===== src/rtl/core/assert_macros.svh =====
// Assertion macros shared by the allocator RTL.
// Expects i_clk and i_rst_n in the including module's scope.
`ifndef ASSERT_MACROS_SVH
`define ASSERT_MACROS_SVH

// Checks that expression holds at every clock edge outside reset.
`define ASSERT_ALWAYS(lbl, expr, msg) \
    lbl: assert property (@(posedge i_clk) disable iff (!i_rst_n) (expr)) else $error(msg);

// Checks that the consequent holds in the same cycle as the antecedent.
`define ASSERT_IMPLIES(lbl, ante, cons, msg) \
    lbl: assert property (@(posedge i_clk) disable iff (!i_rst_n) (ante) |-> (cons)) \
        else $error(msg);

// Checks that the consequent holds in the cycle after the antecedent.
`define ASSERT_NEXT(lbl, ante, cons, msg) \
    lbl: assert property (@(posedge i_clk) disable iff (!i_rst_n) (ante) |=> (cons)) \
        else $error(msg);

`endif


===== src/rtl/core/zsba_pkg.sv =====
// Shared types and constants of the zone stream block allocator.
// No dependencies.
package zsba_pkg;

    localparam int BLOCK_COUNT    = 8;
    localparam int BLK_W          = 3;
    localparam int STACK_CAPACITY = 64;
    localparam int STACK_AW       = 6;
    localparam int FRAME_CNT_W    = 7;
    localparam int FRAME_W        = 38;
    localparam int QUEUE_CAPACITY = 1024;
    localparam int QUEUE_AW       = 10;
    localparam int SPAN_CNT_W     = 11;
    localparam int QENTRY_W       = 67;
    localparam int TOTAL_W        = 35;

    typedef logic [3:0] t_opcode;
    localparam t_opcode OP_INIT     = 4'd0;
    localparam t_opcode OP_PUSH     = 4'd1;
    localparam t_opcode OP_POP      = 4'd2;
    localparam t_opcode OP_PLAN     = 4'd3;
    localparam t_opcode OP_RESERVE  = 4'd4;
    localparam t_opcode OP_REPLAY   = 4'd5;
    localparam t_opcode OP_PEEK     = 4'd6;
    localparam t_opcode OP_CONSUME  = 4'd7;
    localparam t_opcode OP_VALIDATE = 4'd8;
    localparam t_opcode OP_READ     = 4'd9;

    typedef logic [3:0] t_err;
    localparam t_err ERR_NONE       = 4'd0;
    localparam t_err ERR_NOT_INIT   = 4'd1;
    localparam t_err ERR_INVALID    = 4'd2;
    localparam t_err ERR_ARENA      = 4'd3;
    localparam t_err ERR_OVERFLOW   = 4'd4;
    localparam t_err ERR_STACK      = 4'd5;
    localparam t_err ERR_UNDERFLOW  = 4'd6;
    localparam t_err ERR_REPLAY     = 4'd7;
    localparam t_err ERR_SPAN_LIM   = 4'd8;
    localparam t_err ERR_BYTE_LIM   = 4'd9;
    localparam t_err ERR_CONSUME    = 4'd10;
    localparam t_err ERR_UNBALANCED = 4'd11;
    localparam t_err ERR_SIZE       = 4'd12;
    localparam t_err ERR_INCOMPLETE = 4'd13;

    typedef logic [1:0] t_kind;
    localparam t_kind KIND_IMMEDIATE = 2'd0;
    localparam t_kind KIND_ZERO_FILL = 2'd1;
    localparam t_kind KIND_DELAYED   = 2'd2;

    typedef logic [2:0] t_cfg_idx;
    localparam t_cfg_idx CFG_SIZES_0_1 = 3'd0;
    localparam t_cfg_idx CFG_SIZES_2_3 = 3'd1;
    localparam t_cfg_idx CFG_SIZES_4_5 = 3'd2;
    localparam t_cfg_idx CFG_SIZES_6_7 = 3'd3;
    localparam t_cfg_idx CFG_STACK     = 3'd4;
    localparam t_cfg_idx CFG_SPANS     = 3'd5;
    localparam t_cfg_idx CFG_BYTES     = 3'd6;
    localparam t_cfg_idx CFG_ARENA     = 3'd7;

    typedef enum logic [2:0] {
        ST_IDLE,
        ST_READ,
        ST_ALIGN,
        ST_SWEEP,
        ST_EXEC,
        ST_DONE
    } t_state;

    typedef struct packed {
        logic capture;
        logic read;
        logic align;
        logic sweep;
        logic exec;
        logic load_out;
    } t_cmd;

    typedef struct packed {
        logic op_plan;
        logic op_sweep;
        logic sweep_last;
        logic out_busy;
    } t_status;

endpackage


===== src/rtl/core/zsba_ctrl.sv =====
// Sequencer of the allocator: steps one word through read, align (plan, reserve)
// or sweep (init, validate), execute and output. Depends on zsba_pkg and assert_macros.svh.
`include "assert_macros.svh"

module zsba_ctrl (
    input  logic             i_clk,
    input  logic             i_rst_n,
    input  logic             i_valid,
    output logic             o_ready,
    input  zsba_pkg::t_status i_status,
    output zsba_pkg::t_cmd   o_cmd
);
    import zsba_pkg::*;

    t_state r_state;
    t_state n_state;

    always_ff @(posedge i_clk) begin
        if (!i_rst_n) begin
            r_state <= ST_IDLE;
        end else begin
            r_state <= n_state;
        end
    end

    always_comb begin
        n_state = r_state;
        unique case (r_state)
            ST_IDLE: begin
                if (i_valid) n_state = ST_READ;
            end
            ST_READ: begin
                if (i_status.op_plan) n_state = ST_ALIGN;
                else if (i_status.op_sweep) n_state = ST_SWEEP;
                else n_state = ST_EXEC;
            end
            ST_ALIGN: n_state = ST_EXEC;
            ST_SWEEP: begin
                if (i_status.sweep_last) n_state = ST_EXEC;
            end
            ST_EXEC: n_state = ST_DONE;
            ST_DONE: begin
                if (!i_status.out_busy) n_state = ST_IDLE;
            end
            default: n_state = ST_IDLE;
        endcase
    end

    always_comb begin
        o_ready          = (r_state == ST_IDLE);
        o_cmd.capture    = (r_state == ST_IDLE) && i_valid;
        o_cmd.read       = (r_state == ST_READ);
        o_cmd.align      = (r_state == ST_ALIGN);
        o_cmd.sweep      = (r_state == ST_SWEEP);
        o_cmd.exec       = (r_state == ST_EXEC);
        o_cmd.load_out   = (r_state == ST_DONE) && !i_status.out_busy;
    end

    `ASSERT_NEXT(a_exec_then_done, r_state == ST_EXEC, r_state == ST_DONE, "exec not followed by done")
    `ASSERT_NEXT(a_load_idle, o_cmd.load_out, r_state == ST_IDLE, "result load did not free the block")
    `ASSERT_IMPLIES(a_one_cmd, 1'b1, $countones(o_cmd) <= 1, "more than one command at once")

endmodule


===== config.mk =====
export PLATFORM = sky130hd
export DESIGN_NAME = zsba_ctrl
export DESIGN_NICKNAME = d
export VERILOG_FILES = /design/src/rtl/core/zsba_pkg.sv /design/src/rtl/core/zsba_ctrl.sv
export VERILOG_INCLUDE_DIRS = /design/src /design/src/rtl/core
export SDC_FILE = /design/constraint.sdc
export NUM_CORES = 1
export LEC_CHECK = 0
export ABC_AREA = 1
export ABC_CLOCK_PERIOD_IN_PS = 880
export BUFFER_PORTS_ARGS = -buffer_cell sky130_fd_sc_hd__clkbuf_2
export CORE_AREA = 2 2 39 41
export CTS_CLUSTER_DIAMETER = 150
export DETAILED_ROUTE_END_ITERATION = 10
export DIE_AREA = 0 0 41 43
export SLEW_MARGIN = 20
export SYNTH_ARGS = -nofsm -noshare
export SYNTH_HDL_FRONTEND = slang
export SYNTH_SLANG_ARGS = --single-unit

===== constraint.sdc =====
create_clock -name i_clk -period 0.88 [get_ports i_clk]
set_clock_uncertainty 0.05 [all_clocks]
set_input_delay 0.088 -clock i_clk [delete_from_list [all_inputs] [get_ports i_clk]]
set_output_delay 0.088 -clock i_clk [all_outputs]
set_load 0.03 [all_outputs]

======== Word-level counts from Yosys, hierarchy flattened ========
Index checks and enable logic that the tools add are counted.
storage, ports and cells
  register bits after elaboration ......... 3
  input port bits ......................... 7
  output and inout bits ................... 7
  logic and storage cells ................. 20
operators by class
  muxes and demuxes ....................... 6
  eq/ne operators ......................... 8
  reductions and logical operators ........ 5
operators with widths
  kind                count
  $pmux 3 s6          1
  $mux 3              5
  $eq 3x2->1 const B  2
  $eq 3x3->1 const B  2
  $ne 2x2->1 const B  3
  $eq 3x1->1 const B  1
  $logic_not 3->1     1
  $reduce_and 3->1    1
  $logic_and 1x1->1   2
  $logic_not 1->1     1

======== Depth between registers and ports, before layout ========
Gate-level depths: netlist of run 1.
  depth in word-level cells ............... 3
  mapped depth ............................ 7
  gate-level depth less buffers ........... 7

======== Worst setup path after synthesis of run 1 ========
OpenSTA, ideal clock, no wires.
  path type ............................... reg2out
  from .................................... reg r_state[0]
  to ...................................... out o_cmd[5] in the netlist's numbering
  required time ........................... 0.742 ns
  buffers on the path ..................... 0
  stages on the path, launching flop included .. 4
  setup slack ............................. -0.516 ns
  arrival ................................. 1.258 ns
  path through ............................ dfxtp_1 > nor2_1 > inv_1 > nor3_1
RTL lines
  element                 line             text
  from (decl)             zsba_ctrl.sv:15  t_state r_state;
  from (signal assigned)  zsba_ctrl.sv:22  r_state <= n_state;
  to (decl)               zsba_ctrl.sv:11  output zsba_pkg::t_cmd o_cmd

==> impl_metrics.ini, run 1 <==
[status]
outcome = finished, violations left
violations = negative setup slack

[clocking]
clockBufferDepth = 2
numCtsBuffers = 3
cts_tree = done
insertion_delay_ns = 0.23
htreeDepth = 1
cts.hold.buffers_added = 0
cts_sinks = 3
root_buffer = clkbuf_4
clkTransAtPathRegs_ns = 0.04

[timing]
fmaxAchievable_mhz = 836
slew_headroom_pct = 87.4
min_period_over_period_pct = 136
fin_crit_ns = 1.20
fin_hold_ws_ns = 0.0416
rsz0062_at_grt = true
drv_slew = 0
worst_pin_slew_ns = 0.188
fin_ws_ns = -0.316
setup_viol = 10
hold_viol = 0

[floorplanning]
die_y_um = 43
core_um2 = 1380
initial_core_util_pct = 18.1
die_x_um = 41
ioPinCount = 14
die_area_um2 = 1760
rows = 14

[detailed_routing]
wl_um = 738
antenna_left = 0
vias = 331
drtIter0Drc = 2
wl_per_cell_um = 9.11
firstDrtPassIters = 4
routed_via_density = 4.09
drc = 0

[logic_synthesis]
synth_largest_area_cell = dfxtp_1
seq_area_frac_synth_pct = 24.0
netlist_top_cells_area = dfxtp_1 24%, nor2_1 17%, inv_1 9.0%, nand2_1 9.0%, nand3_2 8.0%
syn_inst = 42
synth_seq_cells = 3
yosysWarnings = 0
syn_avg_cell_area_um2 = 5.96
ys_types = 16
netlist_area_um2 = 250
yosysTopAreaCellShare_pct = 24.0
synth_fp_nets = 49

[global_routing]
grt_pass1_wl_um = 1260
antenna_found_initial = 0
first_global_vias = 344
grt_remaining_overflow = 0
grtUsageTotal_pct = 10.7
grt_max_degree = 10

[min_path]
hold_path_class = input port to flip-flop
hold_path_depth = 3
hp-start = i_rst_n
min_to = r_state[0]

[setup_path]
reg2reg_to = r_state[0]
max_stage_delay_ns = 0.45
r2r_setup_slack_ns = -0.24
cp.required_ns = 0.74
rr_startpoint = r_state[0]
worstPathMaxFanout = 9
cp-start-kind = flip-flop
r2r_cells = 8
crit_chain = inv_6, nor3_4, buf_8
cp-end-kind = primary output
crit_arrival_ns = 1.06
cp_slowest_cell = dfxtp_4
worstSetupPathType = flip-flop to primary output

[final_layout]
drive_gt1_share_pct = 70.8
stdcell_area_um2 = 573
area_growth_pct = 129
largest_reg_flops = 3
regMostFlops = r_state
multi_input_area_um2 = 228
top_regs = r_state (3)
final_nets = 73
regArea_um2 = 71.3
antenna_cells = 0
fill_cells = 144

[place]
portBuffers = 13
dp_hpwl_um = 551
gp_congestion = 0.718
place_area_um2 = 419

[power]
ir_drop_mv = 0.640
pwr_density_cell_nw_per_um2 = 2210
leakage_nw = 0.280

[flow_run]
drv_cap = 0
==> metrics by stage <==
stage / setup slack (ns) / total power, mW / utilization (%) / setup TNS (ns) / cells
2_1_floorplan: -0.167 / 0.672 / - / -1.10 / 42
3_3_place_gp: -0.191 / 0.807 / 30.3 / -1.36 / 74
3_5_place_dp: -0.216 / 0.814 / 30.3 / -1.48 / 74
4_1_cts: -0.348 / 1.23 / 39.7 / -2.76 / 81
5_1_grt: -0.391 / 1.35 / 41.4 / -3.20 / 81
6_report: -0.316 / 1.26 / 41.4 / -2.57 / 81
==> synthesized netlist by cell type <==
| master | n |
|---|---|
| nor2_1 | 11 |
| dfxtp_1 | 3 |
| nor3_1 | 3 |
| nand2_1 | 6 |
| nor2_2 | 1 |
| inv_1 | 6 |
| a21boi_1 | 1 |
| inv_2 | 1 |
| nand4_1 | 1 |
| o21ai_0 | 1 |
| a21oi_1 | 1 |
| nand3_1 | 2 |
| nand3_2 | 2 |
| buf_4 | 1 |
| nor2_4 | 1 |
| nand2_2 | 1 |
==> kinds of logic after synthesis <==
| group | after synthesis | share of synthesized area (%) |
|---|---|---|
| and+or+nand+nor | 28 | 55.5 |
| buffers and inverters | 8 | 13.5 |
| DFF | 3 | 24.0 |
| AOI/OAI and AO/OA | 3 | 7.00 |
==> critical path, delay by kind of cell, from the launching register on <==
kind	cells	cell delay, ns
buffers and inverters	2	0.20
AND/OR/NAND/NOR	1	0.17
flip-flops	1	0.45
==> worst max path at each step <==
stage / startpoint / to / slack [ns] / cells past startpoint
after detailed placement: r_state[2] / o_cmd[0] / -0.22 / 3
final: r_state[2] / o_cmd[0] / -0.32 / 3
after CTS: r_state[0] / o_cmd[5] / -0.35 / 4
after floorplan: r_state[1] / r_state[0] / -0.17 / 7
after global placement: r_state[2] / o_cmd[0] / -0.19 / 3
after global routing: r_state[1] / o_cmd[5] / -0.39 / 4
==> layout make-up <==
class,count,share of cell area [%]
multi-input cells,31,39.7
clock buffers,4,4.59
flip-flops and latches,3,12.4
inverters,7,5.90
well taps,16,3.49
repair buffers,20,33.8
==> power breakdown <==
group          total (mW)  switching [mW]  internal [mW]  leakage, nW
registers           0.266          0.0893          0.177       0.0267
clock network       0.237          0.0672          0.170       0.0150
logic               0.761           0.387          0.374        0.238
==> layer usage <==
metal | part of all wire (%) | GRT usage, % | vias up | wire length [um]
met3 | 2.2 | 3.14 | 0 | 16
met1 | 40 | 10.9 | 150 | 294
met2 | 58 | 17.2 | 6 | 428
li1 | - | - | 175 | -
met5 | 0 | 0 | - | 0
met4 | 0 | 8.00 | 0 | 0
==> layout by cell type (no fill, tap or decap) <==
master / instances
inv_1: 4
o21ai_2: 1
nand4_1: 1
clkbuf_8: 4
nand2_2: 3
nor3_2: 1
nand3_1: 2
inv_4: 1
clkbuf_4: 3
buf_8: 3
nand2_1: 2
buf_4: 4
buf_6: 3
nor2_2: 3
a21oi_1: 1
nor3_4: 2
clkbuf_2: 6
a21boi_1: 1
inv_6: 1
inv_2: 1
nand2_4: 2
dfxtp_4: 3
nor2_4: 3
clkbuf_1: 1
nor2_1: 7
nand3_2: 2
==> repair_timing <==
action	in CTS	in global routing
setup endpoints to repair	10	10
pin swaps	7	5
setup buffers	3	0
gates resized for setup	20	9
No activity file was read; power rests on OpenSTA's default activity.
==> run 2, diff against run 1 <==
--- a/config.mk
+++ b/config.mk
@@ -13,6 +13,7 @@
 export CTS_CLUSTER_DIAMETER = 150
 export DETAILED_ROUTE_END_ITERATION = 10
 export DIE_AREA = 0 0 41 43
+export REMOVE_ABC_BUFFERS = 1
 export SLEW_MARGIN = 20
 export SYNTH_ARGS = -nofsm -noshare
 export SYNTH_HDL_FRONTEND = slang
==> run 2 against run 1 <==
Net effect: the flow still finishes with violations (negative setup slack); count of clock-buffer cells in the layout is the same; sequential cell count is the same; sequential share of layout area grew 0.60 points; worst setup slack lost 0.0035 ns; critical path type unchanged.
==> impl_metrics.ini, run 2 (synthesized netlist as in run 1, its figures left out) <==
[status]
outcome = finished, violations left
violations = negative setup slack

[timing]
setup_viol = 10
min_period_over_period_pct = 136
rsz0062_at_grt = true
slew_headroom_pct = 89.4
drv_slew = 0
hold_viol = 0
worst_pin_slew_ns = 0.159
fin_ws_ns = -0.319
fmaxAchievable_mhz = 834
fin_crit_ns = 1.20

[place]
place_area_um2 = 350
dp_cells = 73
dp_hpwl_um = 540
gp_congestion = 0.740
portBuffers = 13

[final_layout]
stdcell_area_um2 = 547
regMostFlops = r_state
antenna_cells = 0
drive_gt1_share_pct = 66.7
area_growth_pct = 118
final_core_util_pct = 39.5
final_nets = 74
fill_cells = 148
layoutNonFillerInstCount = 82
largest_reg_flops = 3
layout_common_cells = 8 x nor2_1, 8 x buf_4, 6 x clkbuf_2, 5 x nand2_1, 4 x inv_1
top_regs = r_state (3)

[power]
sw_frac_of_total_pct = 42.3
seq_power_share_pct = 18.8
leakage_nw = 0.272
pwr_density_cell_nw_per_um2 = 2230
power_frac_comb_pct = 62.3
p_switching_mw = 0.515
p_int_mw = 0.702
p_total_mw = 1.22
clkPwrFrac_pct = 18.9
ir_drop_mv = 0.727

[detailed_routing]
routed_via_density = 4.24
wl_um = 768
antenna_left = 0
drc = 0
vias = 348
drtIter0Drc = 9
firstDrtPassIters = 4
wl_per_cell_um = 9.37

[floorplanning]
initial_core_util_pct = 18.1
die_area_um2 = 1760
rows = 14
core_um2 = 1380
ioPinCount = 14
die_y_um = 43
die_x_um = 41

[clocking]
clkTransAtPathRegs_ns = 0.03
insertion_delay_ns = 0.23
cts_tree = done
clockBufferDepth = 2
root_buffer = clkbuf_4
cts.hold.buffers_added = 0
numCtsBuffers = 3
htreeDepth = 1
cts_sinks = 3

[setup_path]
r2r_setup_slack_ns = -0.26
crit_arrival_ns = 1.06
r2r_cells = 7
cp-start-kind = flip-flop
cp-end-kind = primary output
rr_startpoint = r_state[1]
worstSetupPathType = flip-flop to primary output
reg2reg_to = r_state[0]
cp.required_ns = 0.74
worstPathMaxFanout = 5

[min_path]
min_to = r_state[0]
hp-start = i_rst_n
hold_path_class = input port to flip-flop
hold_path_depth = 3

[global_routing]
grt_pass1_wl_um = 1160
grt_max_degree = 6
antenna_found_initial = 0
grt_remaining_overflow = 0
first_global_vias = 299
grtUsageTotal_pct = 9.53

[flow_run]
drv_cap = 0
[run 2: repair_timing]
action                     4_1_cts  5_1_grt
setup endpoints to repair       10       10
pin swaps                        4        5
cloned                           0        0
buffers inserted                 3        2
gates resized for setup         31       12
[run 2: worst max path at each step]
stage / from / to / slack, ns / depth (start not counted)
after floorplan: r_state[2] / o_cmd[0] / -0.56 / 2
after global placement: r_state[0] / o_cmd[5] / -0.23 / 4
after detailed placement: r_state[1] / o_cmd[5] / -0.24 / 4
after CTS: r_state[1] / o_cmd[0] / -0.35 / 4
after global routing: r_state[0] / o_cmd[3] / -0.37 / 3
final: r_state[2] / o_cmd[5] / -0.32 / 3
[run 2: layout make-up]
type	count	area, um^2	area share, %
clock buffer	4	26.3	4.81
inverter	7	28.8	5.26
multi-input combinational	31	219	40.0
sequential	3	71.3	13.0
tap	16	20.0	3.66
timing repair buffer	21	181	33.2
[run 2: layer usage]
layer  routed length (um)  vias up  share of wire (%)  track usage [%]
met5                    0        -                  0                0
met4                    0        0                  0             6.00
met3                   29        0                3.8             2.09
met2                  440       10                 57             14.1
met1                  298      156                 39             11.9
li1                     -      182                  -                -
[run 2: worst max-delay path, stage by stage, from the launching register on]
cell,delay [ns]
dfxtp_4,0.36
buf_6,0.13
nor3_2,0.17
clkbuf_8,0.18
[run 2: power groups by stage]
stage / sequential (mW) / clock (mW) / combinational (mW)
finish: 0.229 / 0.230 / 0.758
global route: 0.237 / 0.257 / 0.806
CTS: 0.225 / 0.242 / 0.669
detailed placement: 0.209 / 0 / 0.469
global placement: 0.208 / 0 / 0.462
floorplan: 0.210 / 0 / 0.308
[run 2: metrics by stage]
| step | hold WS (ns) | setup TNS, ns | worst slack, ns |
|---|---|---|---|
| after detailed placement | 0.300 | -1.70 | -0.241 |
| after floorplan | 0.166 | -2.75 | -0.556 |
| after global routing | 0.0750 | -3.01 | -0.373 |
| final | 0.0496 | -2.48 | -0.319 |
| after CTS | 0.0499 | -2.59 | -0.346 |
| after global placement | 0.287 | -1.65 | -0.234 |
